--- config.mk ---
export PLATFORM = sky130hd
export DESIGN_NAME = message_ring_queue_with_jam
export DESIGN_NICKNAME = d
export VERILOG_FILES = /design/src/rtl/core/mrq_pkg.sv /design/src/rtl/core/mrq_front.sv /design/src/rtl/core/mrq_queue.sv /design/src/rtl/core/mrq_rem.sv /design/src/rtl/core/mrq_back.sv /design/src/rtl/core/message_ring_queue_with_jam.sv
export SDC_FILE = /design/constraint.sdc
export NUM_CORES = 1
export LEC_CHECK = 0
export BUFFER_PORTS_ARGS = -buffer_cell sky130_fd_sc_hd__buf_2
export CORE_AREA = 2 2 208 262
export DETAILED_ROUTE_END_ITERATION = 6
export DIE_AREA = 0 0 210 264
export PLACE_DENSITY = 0.74
export SLEW_MARGIN = 10
export SYNTH_ARGS = -nofsm -noshare
export SYNTH_HDL_FRONTEND = slang
export SYNTH_SLANG_ARGS = --single-unit
--- constraint.sdc ---
create_clock -name clk_i -period 6.75 [get_ports clk_i]
set_input_delay 0.675 -clock clk_i [delete_from_list [all_inputs] [get_ports clk_i]]
set_output_delay 0.675 -clock clk_i [all_outputs]
set_load 0.005 [all_outputs]
--- src/rtl/core/mrq_pkg.sv ---
`default_nettype none

package mrq_pkg;

  localparam int unsigned MsgW     = 32;
  localparam int unsigned KindW    = 2;
  localparam int unsigned StatW    = 2;
  localparam int unsigned CntW     = 5;
  localparam int unsigned CapReset = 16;
  localparam int unsigned DepthDef = 16;

  localparam logic [KindW-1:0] KIND_SEND = 2'd0;
  localparam logic [KindW-1:0] KIND_JAM  = 2'd1;
  localparam logic [KindW-1:0] KIND_RECV = 2'd2;

  typedef enum logic [1:0] {
    OP_SEND,
    OP_JAM,
    OP_RECV,
    OP_NOP
  } op_e;

  typedef enum logic [StatW-1:0] {
    ST_DONE  = 2'd0,
    ST_FULL  = 2'd1,
    ST_EMPTY = 2'd2
  } status_e;

  typedef struct packed {
    op_e             op;
    logic [MsgW-1:0] msg;
  } item_t;

  typedef struct packed {
    logic valid;
    logic full;
  } qstat_t;

endpackage

`default_nettype wire

--- src/rtl/core/mrq_front.sv ---
`default_nettype none

module mrq_front (
  input  logic                        clk_i,
  input  logic                        rst_ni,
  input  logic                        in_valid_i,
  output logic                        in_stall_o,
  input  logic [mrq_pkg::KindW-1:0]   kind_i,
  input  logic [mrq_pkg::MsgW-1:0]    message_in_i,
  input  mrq_pkg::qstat_t             qstat_i,
  output logic                        push_o,
  output mrq_pkg::item_t              item_o
);

  logic           valid_q, valid_d;
  mrq_pkg::item_t item_q;
  mrq_pkg::op_e   op;
  logic           accept;

  always_comb begin
    case (kind_i)
      mrq_pkg::KIND_SEND: op = mrq_pkg::OP_SEND;
      mrq_pkg::KIND_JAM:  op = mrq_pkg::OP_JAM;
      mrq_pkg::KIND_RECV: op = mrq_pkg::OP_RECV;
      default:            op = mrq_pkg::OP_NOP;
    endcase
  end

  assign push_o     = valid_q && !qstat_i.full;
  assign in_stall_o = valid_q && qstat_i.full;
  assign accept     = in_valid_i && !in_stall_o;
  assign item_o     = item_q;

  always_comb begin
    valid_d = valid_q;
    if (accept) begin
      valid_d = 1'b1;
    end else if (push_o) begin
      valid_d = 1'b0;
    end
  end

  always_ff @(posedge clk_i or negedge rst_ni) begin
    if (!rst_ni) begin
      valid_q <= 1'b0;
    end else begin
      valid_q <= valid_d;
    end
  end

  always_ff @(posedge clk_i) begin
    if (accept) begin
      item_q.op  <= op;
      item_q.msg <= message_in_i;
    end
  end

endmodule

`default_nettype wire

--- src/rtl/core/mrq_queue.sv ---
`default_nettype none

module mrq_queue (
  input  logic            clk_i,
  input  logic            rst_ni,
  input  logic            push_i,
  input  mrq_pkg::item_t  item_i,
  input  logic            pop_i,
  output mrq_pkg::qstat_t qstat_o,
  output mrq_pkg::item_t  item_o
);

  mrq_pkg::item_t ent_q [2];
  logic           wptr_q, rptr_q;
  logic [1:0]     cnt_q, cnt_d;

  assign qstat_o.valid = (cnt_q != 2'd0);
  assign qstat_o.full  = (cnt_q == 2'd2);
  assign item_o        = ent_q[rptr_q];

  always_comb begin
    cnt_d = cnt_q;
    if (push_i && !pop_i) begin
      cnt_d = cnt_q + 2'd1;
    end else if (pop_i && !push_i) begin
      cnt_d = cnt_q - 2'd1;
    end
  end

  always_ff @(posedge clk_i or negedge rst_ni) begin
    if (!rst_ni) begin
      wptr_q <= 1'b0;
      rptr_q <= 1'b0;
      cnt_q  <= 2'd0;
    end else begin
      cnt_q <= cnt_d;
      if (push_i) begin
        wptr_q <= !wptr_q;
      end
      if (pop_i) begin
        rptr_q <= !rptr_q;
      end
    end
  end

  always_ff @(posedge clk_i) begin
    if (push_i) begin
      ent_q[wptr_q] <= item_i;
    end
  end

endmodule

`default_nettype wire

--- src/rtl/core/mrq_rem.sv ---
`default_nettype none

module mrq_rem #(
  parameter int unsigned AW = 4
) (
  input  logic                      clk_i,
  input  logic                      rst_ni,
  input  logic                      start_i,
  input  logic [AW-1:0]             dividend_i,
  input  logic [mrq_pkg::CntW-1:0]  divisor_i,
  output logic                      busy_o,
  output logic                      done_o,
  output logic [AW-1:0]             rem_o
);

  localparam int unsigned CW  = mrq_pkg::CntW;
  localparam int unsigned StW = (AW > 1) ? $clog2(AW) : 1;

  logic            busy_q;
  logic [StW-1:0]  step_q;
  logic [AW-1:0]   div_q;
  logic [CW-1:0]   dsr_q;
  logic [CW-1:0]   r_q, r_d;
  logic [CW:0]     trial;

  assign trial  = {r_q, div_q[AW-1]};
  assign r_d    = (trial >= {1'b0, dsr_q}) ? CW'(trial - {1'b0, dsr_q}) : CW'(trial);
  assign busy_o = busy_q;
  assign done_o = busy_q && (step_q == StW'(AW - 1));
  assign rem_o  = AW'(r_d);

  always_ff @(posedge clk_i or negedge rst_ni) begin
    if (!rst_ni) begin
      busy_q <= 1'b0;
      step_q <= '0;
    end else if (start_i) begin
      busy_q <= 1'b1;
      step_q <= '0;
    end else if (busy_q) begin
      step_q <= step_q + StW'(1);
      if (done_o) begin
        busy_q <= 1'b0;
      end
    end
  end

  always_ff @(posedge clk_i) begin
    if (start_i) begin
      div_q <= dividend_i;
      dsr_q <= divisor_i;
      r_q   <= '0;
    end else if (busy_q) begin
      div_q <= div_q << 1;
      r_q   <= r_d;
    end
  end

endmodule

`default_nettype wire

--- src/rtl/core/mrq_back.sv ---
`default_nettype none

module mrq_back #(
  parameter int unsigned DEPTH = mrq_pkg::DepthDef
) (
  input  logic                      clk_i,
  input  logic                      rst_ni,
  input  mrq_pkg::qstat_t           qstat_i,
  input  mrq_pkg::item_t            item_i,
  output logic                      pop_o,
  input  logic                      cfg_valid_i,
  output logic                      cfg_ready_o,
  input  logic [mrq_pkg::CntW-1:0]  capacity_i,
  output logic                      out_valid_o,
  input  logic                      out_stall_i,
  output logic [mrq_pkg::StatW-1:0] status_o,
  output logic [mrq_pkg::MsgW-1:0]  message_out_o,
  output logic [mrq_pkg::CntW-1:0]  fill_count_o
);

  localparam int unsigned CW = mrq_pkg::CntW;
  localparam int unsigned MW = mrq_pkg::MsgW;
  localparam int unsigned AW = (DEPTH > 1) ? $clog2(DEPTH) : 1;
  localparam int unsigned SW = ((AW > CW) ? AW : CW) + 1;
  localparam int unsigned CapRst =
    (mrq_pkg::CapReset > DEPTH) ? DEPTH : mrq_pkg::CapReset;

  localparam logic S_RUN  = 1'b0;
  localparam logic S_READ = 1'b1;

  logic              state_q, state_d;
  logic [CW-1:0]     cap_q, cap_new;
  logic [AW-1:0]     raw_q, raw_d;
  logic [AW-1:0]     red_q, red_d;
  logic [CW-1:0]     held_q, held_d;
  logic [CW-1:0]     pend_fill_q;

  logic              out_valid_q, out_valid_d;
  mrq_pkg::status_e  out_status_q, out_status_d;
  logic [MW-1:0]     out_msg_q, out_msg_d;
  logic [CW-1:0]     out_fill_q, out_fill_d;

  logic [MW-1:0]     mem_q [DEPTH];
  logic [MW-1:0]     rdata_q;
  logic              we, re;
  logic [AW-1:0]     waddr;

  logic              rem_busy, rem_done, cfg_fire, exec, out_free;
  logic [AW-1:0]     rem_val;
  logic              full, empty;
  logic [SW-1:0]     cap_s, head_s, sum_s, tail_s, jam_s, inc_s, nxt_s;

  assign out_free = !out_valid_q || !out_stall_i;
  assign exec     = (state_q == S_RUN) && qstat_i.valid && !rem_busy && out_free;
  assign pop_o    = exec;

  assign cfg_ready_o = !rem_busy && (state_q == S_RUN) && !exec && !out_valid_q;
  assign cfg_fire    = cfg_valid_i && cfg_ready_o;

  always_comb begin
    if (capacity_i == '0) begin
      cap_new = CW'(1);
    end else if (int'(capacity_i) > int'(DEPTH)) begin
      cap_new = CW'(DEPTH);
    end else begin
      cap_new = capacity_i;
    end
  end

  mrq_rem #(
    .AW(AW)
  ) u_rem (
    .clk_i      (clk_i),
    .rst_ni     (rst_ni),
    .start_i    (cfg_fire),
    .dividend_i (raw_q),
    .divisor_i  (cap_new),
    .busy_o     (rem_busy),
    .done_o     (rem_done),
    .rem_o      (rem_val)
  );

  assign cap_s  = SW'(cap_q);
  assign head_s = SW'(red_q);
  assign sum_s  = head_s + SW'(held_q);
  assign tail_s = (sum_s >= cap_s) ? (sum_s - cap_s) : sum_s;
  assign jam_s  = (head_s == '0) ? (cap_s - SW'(1)) : (head_s - SW'(1));
  assign inc_s  = head_s + SW'(1);
  assign nxt_s  = (inc_s == cap_s) ? '0 : inc_s;
  assign full   = (held_q >= cap_q);
  assign empty  = (held_q == '0);

  always_comb begin
    state_d      = state_q;
    raw_d        = raw_q;
    red_d        = red_q;
    held_d       = held_q;
    we           = 1'b0;
    re           = 1'b0;
    waddr        = AW'(tail_s);
    out_valid_d  = out_valid_q && out_stall_i;
    out_status_d = out_status_q;
    out_msg_d    = out_msg_q;
    out_fill_d   = out_fill_q;

    if (rem_done) begin
      red_d = rem_val;
    end

    if (state_q == S_READ) begin
      state_d      = S_RUN;
      out_valid_d  = 1'b1;
      out_status_d = mrq_pkg::ST_DONE;
      out_msg_d    = rdata_q;
      out_fill_d   = pend_fill_q;
    end else if (exec) begin
      out_status_d = mrq_pkg::ST_DONE;
      out_msg_d    = '0;
      case (item_i.op)
        mrq_pkg::OP_SEND: begin
          if (full) begin
            out_status_d = mrq_pkg::ST_FULL;
          end else begin
            we     = 1'b1;
            waddr  = AW'(tail_s);
            raw_d  = red_q;
            held_d = held_q + CW'(1);
          end
        end
        mrq_pkg::OP_JAM: begin
          if (full) begin
            out_status_d = mrq_pkg::ST_FULL;
          end else begin
            we     = 1'b1;
            waddr  = AW'(jam_s);
            raw_d  = AW'(jam_s);
            red_d  = AW'(jam_s);
            held_d = held_q + CW'(1);
          end
        end
        mrq_pkg::OP_RECV: begin
          if (empty) begin
            out_status_d = mrq_pkg::ST_EMPTY;
          end else begin
            re      = 1'b1;
            raw_d   = AW'(nxt_s);
            red_d   = AW'(nxt_s);
            held_d  = held_q - CW'(1);
            state_d = S_READ;
          end
        end
        default: begin
        end
      endcase
      out_fill_d = held_d;
      if (state_d == S_RUN) begin
        out_valid_d = 1'b1;
      end
    end
  end

  always_ff @(posedge clk_i or negedge rst_ni) begin
    if (!rst_ni) begin
      state_q     <= S_RUN;
      cap_q       <= CW'(CapRst);
      raw_q       <= '0;
      red_q       <= '0;
      held_q      <= '0;
      out_valid_q <= 1'b0;
    end else begin
      state_q     <= state_d;
      raw_q       <= raw_d;
      red_q       <= red_d;
      held_q      <= held_d;
      out_valid_q <= out_valid_d;
      if (cfg_fire) begin
        cap_q <= cap_new;
      end
    end
  end

  always_ff @(posedge clk_i) begin
    out_status_q <= out_status_d;
    out_msg_q    <= out_msg_d;
    out_fill_q   <= out_fill_d;
    if (exec) begin
      pend_fill_q <= held_d;
    end
  end

  always_ff @(posedge clk_i) begin
    if (we) begin
      mem_q[waddr] <= item_i.msg;
    end
  end

  always_ff @(posedge clk_i) begin
    if (re) begin
      rdata_q <= mem_q[red_q];
    end
  end

  assign out_valid_o   = out_valid_q;
  assign status_o      = out_status_q;
  assign message_out_o = out_msg_q;
  assign fill_count_o  = out_fill_q;

  a_held_bound: assert property (@(posedge clk_i) disable iff (!rst_ni)
    int'(held_q) <= int'(DEPTH))
    else $error("held count above depth");

  a_head_reduced: assert property (@(posedge clk_i) disable iff (!rst_ni)
    !rem_busy |-> (SW'(red_q) < SW'(cap_q)))
    else $error("head not reduced by capacity");

  a_refused_zero: assert property (@(posedge clk_i) disable iff (!rst_ni)
    out_valid_q && (out_status_q != mrq_pkg::ST_DONE) |-> (out_msg_q == '0))
    else $error("refused beat carries a message");

  a_full_fill: assert property (@(posedge clk_i) disable iff (!rst_ni)
    out_valid_q && (out_status_q == mrq_pkg::ST_FULL) |-> (out_fill_q >= cap_q))
    else $error("full status below capacity");

  a_read_slot: assert property (@(posedge clk_i) disable iff (!rst_ni)
    (state_q == S_READ) |-> !out_valid_q && !rem_busy)
    else $error("read slot overlaps pending beat");

endmodule

`default_nettype wire

--- src/rtl/core/message_ring_queue_with_jam.sv ---
// Channel | Direction | Handshake               | Beat
// in      | sink      | in_valid_i / in_stall_o  | kind_i, message_in_i
// out     | source    | out_valid_o / out_stall_i| status_o, message_out_o, fill_count_o
// cfg     | sink      | cfg_valid_i / cfg_ready_o| cfg_capacity_i
//
// A beat passes an input register, a two-entry queue and the executing stage.
// Send, jam, no-op and refused beats leave that stage directly; a receive also passes a read state.
// A capacity write reduces the head index one index bit per cycle; the executing
// stage holds until it finishes.
// Reset clears head and fill count and sets capacity to 16, or to DEPTH if smaller; slots have no reset.
// A stalled result holds the executing stage; the queue keeps taking beats until both entries are full.
`default_nettype none

module message_ring_queue_with_jam #(
  parameter int unsigned DEPTH = mrq_pkg::DepthDef
) (
  input  logic                        clk_i,
  input  logic                        rst_ni,
  input  logic                        in_valid_i,
  output logic                        in_stall_o,
  input  logic [mrq_pkg::KindW-1:0]   kind_i,
  input  logic [mrq_pkg::MsgW-1:0]    message_in_i,
  output logic                        out_valid_o,
  input  logic                        out_stall_i,
  output logic [mrq_pkg::StatW-1:0]   status_o,
  output logic [mrq_pkg::MsgW-1:0]    message_out_o,
  output logic [mrq_pkg::CntW-1:0]    fill_count_o,
  input  logic                        cfg_valid_i,
  output logic                        cfg_ready_o,
  input  logic [mrq_pkg::CntW-1:0]    cfg_capacity_i
);

  mrq_pkg::qstat_t qstat;
  mrq_pkg::item_t  front_item, queue_item;
  logic            push, pop;

  mrq_front u_front (
    .clk_i        (clk_i),
    .rst_ni       (rst_ni),
    .in_valid_i   (in_valid_i),
    .in_stall_o   (in_stall_o),
    .kind_i       (kind_i),
    .message_in_i (message_in_i),
    .qstat_i      (qstat),
    .push_o       (push),
    .item_o       (front_item)
  );

  mrq_queue u_queue (
    .clk_i   (clk_i),
    .rst_ni  (rst_ni),
    .push_i  (push),
    .item_i  (front_item),
    .pop_i   (pop),
    .qstat_o (qstat),
    .item_o  (queue_item)
  );

  mrq_back #(
    .DEPTH(DEPTH)
  ) u_back (
    .clk_i         (clk_i),
    .rst_ni        (rst_ni),
    .qstat_i       (qstat),
    .item_i        (queue_item),
    .pop_o         (pop),
    .cfg_valid_i   (cfg_valid_i),
    .cfg_ready_o   (cfg_ready_o),
    .capacity_i    (cfg_capacity_i),
    .out_valid_o   (out_valid_o),
    .out_stall_i   (out_stall_i),
    .status_o      (status_o),
    .message_out_o (message_out_o),
    .fill_count_o  (fill_count_o)
  );

endmodule

`default_nettype wire
# After elaboration in Yosys (flattened, before gate mapping)
# Memory sizes are Yosys's and may differ from the RTL's. A register that Yosys moved wholly into a read port is not among the register bits.
# Cells that the tools add are included.
word_totals:
  mem_bits_rw: 580
  mem_count: 2
  wordCells: 149
  ff_bits: 120
classes:
  reduce_logical: 37
  order_cmp: 4
  muxes: 63
  n_bitwise: 1
  eq_ne: 10
  addsub: 11
memory_table:
  columns: ["name", "words", "width", "rd", "rd_clocked_by_memory_dff", "wr", "line", "text"]
  rows:
  - ["u_back.mem_q", 16, 32, 1, 1, 1, "mrq_back.sv:43", "logic [MW-1:0] mem_q [DEPTH];"]
  - ["u_queue.ent_q", 2, 34, 1, 0, 1, "mrq_queue.sv:13", "mrq_pkg::item_t ent_q [2];"]
op_table:
  columns: ["cell", "n"]
  rows:
  - ["4-bit two-way mux", 17]
  - ["32-bit two-way mux", 2]
  - ["5-bit two-way mux", 9]
  - ["1-bit two-way mux", 25]
  - ["1-bit logical AND", 14]
  - ["6-bit by 5-bit >= comparator with 1-bit output", 2]
  - ["4-bit case mux with 3 select lines", 1]
  - ["5-bit logical NOT", 2]
  - ["2-bit two-way mux", 5]
  - ["5-bit case mux with 2 select lines", 1]
  - ["2-bit nonzero test", 5]
  - ["1-bit logical NOT", 9]
  - ["2-bit == test, second input constant", 4]
  - ["4-bit case mux with 2 select lines", 1]
  - ["4-bit by 1-bit subtractor with 4-bit output, second input constant", 2]
  - ["4-bit by 5-bit adder with 6-bit output", 1]
  - ["6-bit logical NOT", 1]
  - ["2-bit != test, second input constant", 3]
  - ["2-bit case mux with 3 select lines", 1]
  - ["6-bit AND reduction", 1]
  - ["4-bit by 1-bit adder with 5-bit output, second input constant", 1]
  - ["5-bit by 1-bit adder with 5-bit output, second input constant", 1]
  - ["5-bit == test", 1]
  - ["5-bit >= comparator", 1]
  - ["13 further kinds", 16]

# Depth between registers and ports, before layout
depth:
  ltp_word: 9
  ltp_mapped: 14

# Hierarchy
# From an unflattened synthesis, not the netlist that was laid out.
unflattened:
  hier_cells: 1390
  hier_area_um2: 28994.1
by_module_without_submodules:
  columns: ["mod", "area_per_inst_um2", "n_inst", "seq_area_each_um2", "cells_each"]
  rows:
  - ["mrq_back", 24110.6, 1, 18138.6, 1136]
  - ["mrq_queue", 2793.9, 1, 2142.1, 122]
  - ["mrq_front", 1081.0, 1, 1046.0, 41]
  - ["mrq_rem", 1008.5, 1, 445.4, 91]

# Worst setup path before layout
# No wires, ideal clock.
synth_timing:
  path_type: "reg2reg"
  from: "register u_back.red_q[1]"
  to: "memory u_back.mem_q[0][0] (netlist bit), enable pin"
  period_less_slack_ns: 7.085
  setup_ns: 0.502
  arrival_time_ns: 6.584
  stages_incl_launch_ff: 14
  path_slack_ns: -0.335
  required_time_ns: 6.248
  path_cell_list: "dfrtp_1 -> clkbuf_1 -> clkbuf_1 -> buf_1 -> inv_1 -> fa_1 -> inv_1 -> ha_1 -> a21boi_0 -> o21ai_1 -> a221oi_4 -> mux2i_1 -> mux2_2 -> nor4_1"
synth_between:
  elab_chain_len: 7
  word_cells_on_any_way: 11
  classes_between: "add/sub: 3; order compare: 1; mux: 6; reduce/logical: 1"
synth_rtl:
  columns: ["element", "line", "text"]
  rows:
  - ["from (decl)", "mrq_back.sv:34", "logic [AW-1:0] red_q, red_d;"]
  - ["from (signal assigned)", "mrq_back.sv:173", "red_q <= red_d;"]
  - ["4-bit by 5-bit adder with 6-bit output", "mrq_back.sv:85", "assign sum_s = head_s + SW'(held_q);"]
  - ["6-bit by 5-bit >= comparator with 1-bit output or 4-bit subtractor (tied branches)", "mrq_back.sv:86", "assign tail_s = (sum_s >= cap_s) ? (sum_s - cap_s) : sum_s;"]
  - ["4-bit two-way mux", "mrq_back.sv:86", null]
  - ["4-bit two-way mux", "mrq_back.sv:131", "if (full) begin"]
  - ["4-bit two-way mux", null, null]
  - ["4-bit two-way mux", "mrq_back.sv:116", "end else if (exec) begin"]
  - ["4-bit two-way mux (*)", "mrq_back.sv:110", "if (state_q == S_READ) begin"]
  - ["to (decl)", "mrq_back.sv:43", null]
# Mark *: on every way between the ends. The rest lies on a longest branch, timed or not.

# Final worst setup path
layout_timing:
  from: "register u_back.red_q[1]"
  to: "memory u_back.mem_q[6][16] (netlist bit), enable pin"
# Same word-level chain as after synthesis.

==> metrics.yaml <==
power_and_ir_drop:
  leakagePower_nw: 10.9
  power.switching_fraction_pct: 33.3
  combPwrFrac_pct: 31.3
  power.density_mw_per_mm2: 479
  p_switching_mw: 5.17
  p_int_mw: 10.3
  clkPwrFrac_pct: 23.9
  ir_worst_vdd_mv: 0.385
  pwr-share-seq_pct: 44.8
final_layout:
  drive_above_1_share_pct: 20.8
  fin_nets: 1766
  final_cell_count_no_fill: 2417
  area_growth_pct: 12.1
  fillCellCount: 3703
  antenna_cells: 0
cts:
  postCtsHoldBufs: 0
  ctsHtreeMaxLevel: 3
  cts_inserted_buffers: 68
  clk-insertion-delay-late_ns: 0.60
  clk_pin_slew_worst_paths_ns: 0.07
  cts_tree: "built"
  root_buffer: "clkbuf_16"
  post_cts_buffers: 0
  clock_sinks: 732
  cts_resized: 0
  clk_path_buf_depth: 3
sta:
  finalSetupViolations: 0
  worst_slew_pin_slew_ns: 1.16
  setup_tns_ns: 0
  fin_crit_sh_pct: 74.3
  hold_violations: 0
  slew_viol_final: 0
  worst_clock_skew_ns: 0.0199
  fmax_mhz: 200
  whs_ns: 0.124
  max_slew_margin_pct: 22.6
  period_minus_slack_ns: 5.01
  rsz0062_at_grt: "false"
  setup_slack_ns: 1.74
global_route:
  antenna_found_initial: 0
  grt_max_degree: 65
  gr-total-overflow: 0
  grt.total_usage_pct: 21.7
  grt_pass1_vias: 15400
  grt_first_pass_wirelength_um: 90400
floorplanning:
  die_x_um: 210
  die_h_um: 264
  io_pins: 86
  core_area_mm2: 0.0531
  num_rows: 95
  dieArea_mm2: 0.0554
  start_util_pct: 54.3
setup_path:
  end_kind: "flop"
  cp_max_fo: 31
  crit_chain: "inv_1, fa_1, inv_1, ha_1, a21boi_0, o21ai_1, a221oi_4, mux2i_1, mux2i_1, nor4_2, buf_4"
  criticalPathCategory: "reg2reg"
  crit_required_ns: 6.98
  critPathSlowestCell: "dfrtp_2"
  r2r-end: "u_back.mem_q[6][16]"
  slowest_delay_ns: 0.91
  arrival_ns: 5.24
  start_kind: "flop"
  r2r_slack_ns: 1.74
  reg2regPathDepth: 11
  r2r_start: "u_back.red_q[1]"
yosys:
  ys_seq_elements: 732
  postSynthAreaPerCell_um2: 18.3
  syn_area_mm2: 0.0289
  synth-simple-area-share_pct: 3.38
  async_reset_ff_share_pct: 3.83
  yosys_warnings: 0
  synth-compound-area-share_pct: 5.86
  yosysTopAreaCell: "edfxtp_1"
  synth_cell_types: 65
  synth-adder-area-share_pct: 1.55
  synth_common_cells: "697 x edfxtp_1, 143 x mux2i_1, 78 x nand2_1"
  seq_area_frac_synth_pct: 75.4
  yosys-top-cells-area: "edfxtp_1 73%, mux4_2 5.0%, mux2i_1 5.0%, dfrtp_1 2.3%, a221oi_1 1.9%"
  synth_top_area_share_pct: 72.5
  syn_nets: 1652
  synth_xor_area_share_pct: 0.607
  synth_top_family_by_area: "multiplexers"
  synth.most_common_cell: "edfxtp_1"
  synth-main-ff-cell: "edfxtp_1"
  synth_edf_count: 697
  synth.area.mux_share_pct: 11.6
  syn_inst: 1574
run_status:
  status: "completed"
placement:
  dp_worst_setup_slack_ns: 1.87
  gp_congestion: 0.886
  numPortBuffers: 85
  hpwlAfterDp_um: 33000
  dpl.cell_count: 2297
detailed_routing:
  routedWlPerCell_um: 24.3
  postRouteAntennaNets: 0
  dr.pass1.iters: 6
  finalWirelength_um: 58800
  drcViolationCount: 0
  drt_iter0_drc: 1274
  vias: 14800
  vias_per_cell: 6.12
job:
  cap_viol_max_count: 0
worst_hold_path:
  hp-class: "in2async"
==> cell families after synthesis <==
| group | count (synthesis) |
|---|---|
| muxes | 249 |
| DFF | 732 |
| AOI/OAI and AO/OA | 230 |
| adders and majority gates | 34 |
| and+or+nand+nor | 199 |
| xor gates and xnor gates | 20 |
| buffers and inverters | 110 |
==> routing by layer <==
layer,global-route usage (%),wire [um],up-vias,share of wire [%]
met5,0,0,-,0
met4,8.41,1820,0,3.1
met3,3.59,3250,108,5.5
met2,37.9,30700,524,52
met1,27.4,23100,7590,39
li1,-,-,6559,-
==> critical path, delay by kind of cell, from the launching register on <==
family	cells	cell delay, ns
adders and majority gates	2	0.95
and+or+nand+nor	1	0.51
muxes	2	0.69
DFF	1	0.91
buffers and inverters	3	0.79
AOI/OAI and AO/OA	3	0.76
==> registers in the layout (all words and copies together), names as in the netlist, 4 cells and up <==
signal	cells
u_back.held_q	5
u_back.raw_q	4
u_back.u_rem.dsr_q	5
u_back.red_q	4
u_back.rdata_q	32
u_back.fill_count_o	5
u_back.mem_q	512
u_back.pend_fill_q	5
u_back.cap_q	5
u_back.u_rem.div_q	4
u_back.message_out_o	32
u_back.u_rem.r_q	5
u_front.item_o	34
u_queue.ent_q	68
==> worst max-delay path by stage <==
stage,startpoint,slack [ns],end,cells past startpoint
2_1_floorplan,u_back.red_q[1],-0.34,u_back.mem_q[0][0],13
3_3_place_gp,u_back.red_q[1],1.97,u_back.mem_q[8][17],11
3_5_place_dp,u_back.red_q[1],1.87,u_back.mem_q[7][16],11
4_1_cts,u_back.red_q[1],1.83,u_back.mem_q[6][16],11
5_1_grt,u_back.red_q[0],1.48,u_back.mem_q[8][20],12
6_report,u_back.red_q[1],1.74,u_back.mem_q[6][16],11
==> stage by stage <==
step	cell area [um^2]	util [%]	power (mW)
2_1_floorplan	28900	-	10.2
4_1_cts	32400	60.9	15.6
5_1_grt	32400	60.9	16.3
6_report	32400	60.9	15.5
3_3_place_gp	30200	56.9	11.6
3_5_place_dp	30200	56.9	11.9
==> area by class of cell <==
class                      instances  area [um^2]  area share [%]
sequential                       732        21800            67.3
tap                              679          850            2.63
timing repair buffer             121          696            2.15
inverter                          33          124           0.383
multi-input combinational        732         6770            20.9
clock inverter                    38          325            1.01
clock buffer                      82         1820            5.62
==> cell usage in the layout (no fill, tap or decap), drive strengths merged, types with 7 or more instances in the layout <==
cell type | netlist | layout
edfxtp | 697 | 697
mux2i | 143 | 143
buf | 35 | 121
clkbuf | 42 | 82
nand2 | 78 | 78
a221oi | 65 | 65
mux4 | 64 | 64
o21ai | 57 | 57
mux2 | 42 | 42
and2 | 35 | 35
a22oi | 32 | 32
inv | 31 | 32
nor2 | 32 | 32
ha | 31 | 31
clkinv | 2 | 31
dfrtp | 27 | 27
nor4 | 16 | 16
a21oi | 15 | 15
xnor2 | 14 | 14
nor3 | 9 | 9
dfxtp | 7 | 7
a211oi | 7 | 7
o211ai | 7 | 7
==> power groups by stage <==
stage | Clock [mW] | Sequential, mW | Combinational (mW)
floorplan | 0 | 6.87 | 3.35
detailed placement | 0 | 7.04 | 4.85
global route | 3.95 | 7.03 | 5.29
CTS | 3.78 | 6.96 | 4.87
finish | 3.71 | 6.95 | 4.86
global placement | 0 | 6.99 | 4.66
No activity file was read; power rests on OpenSTA's default activity.
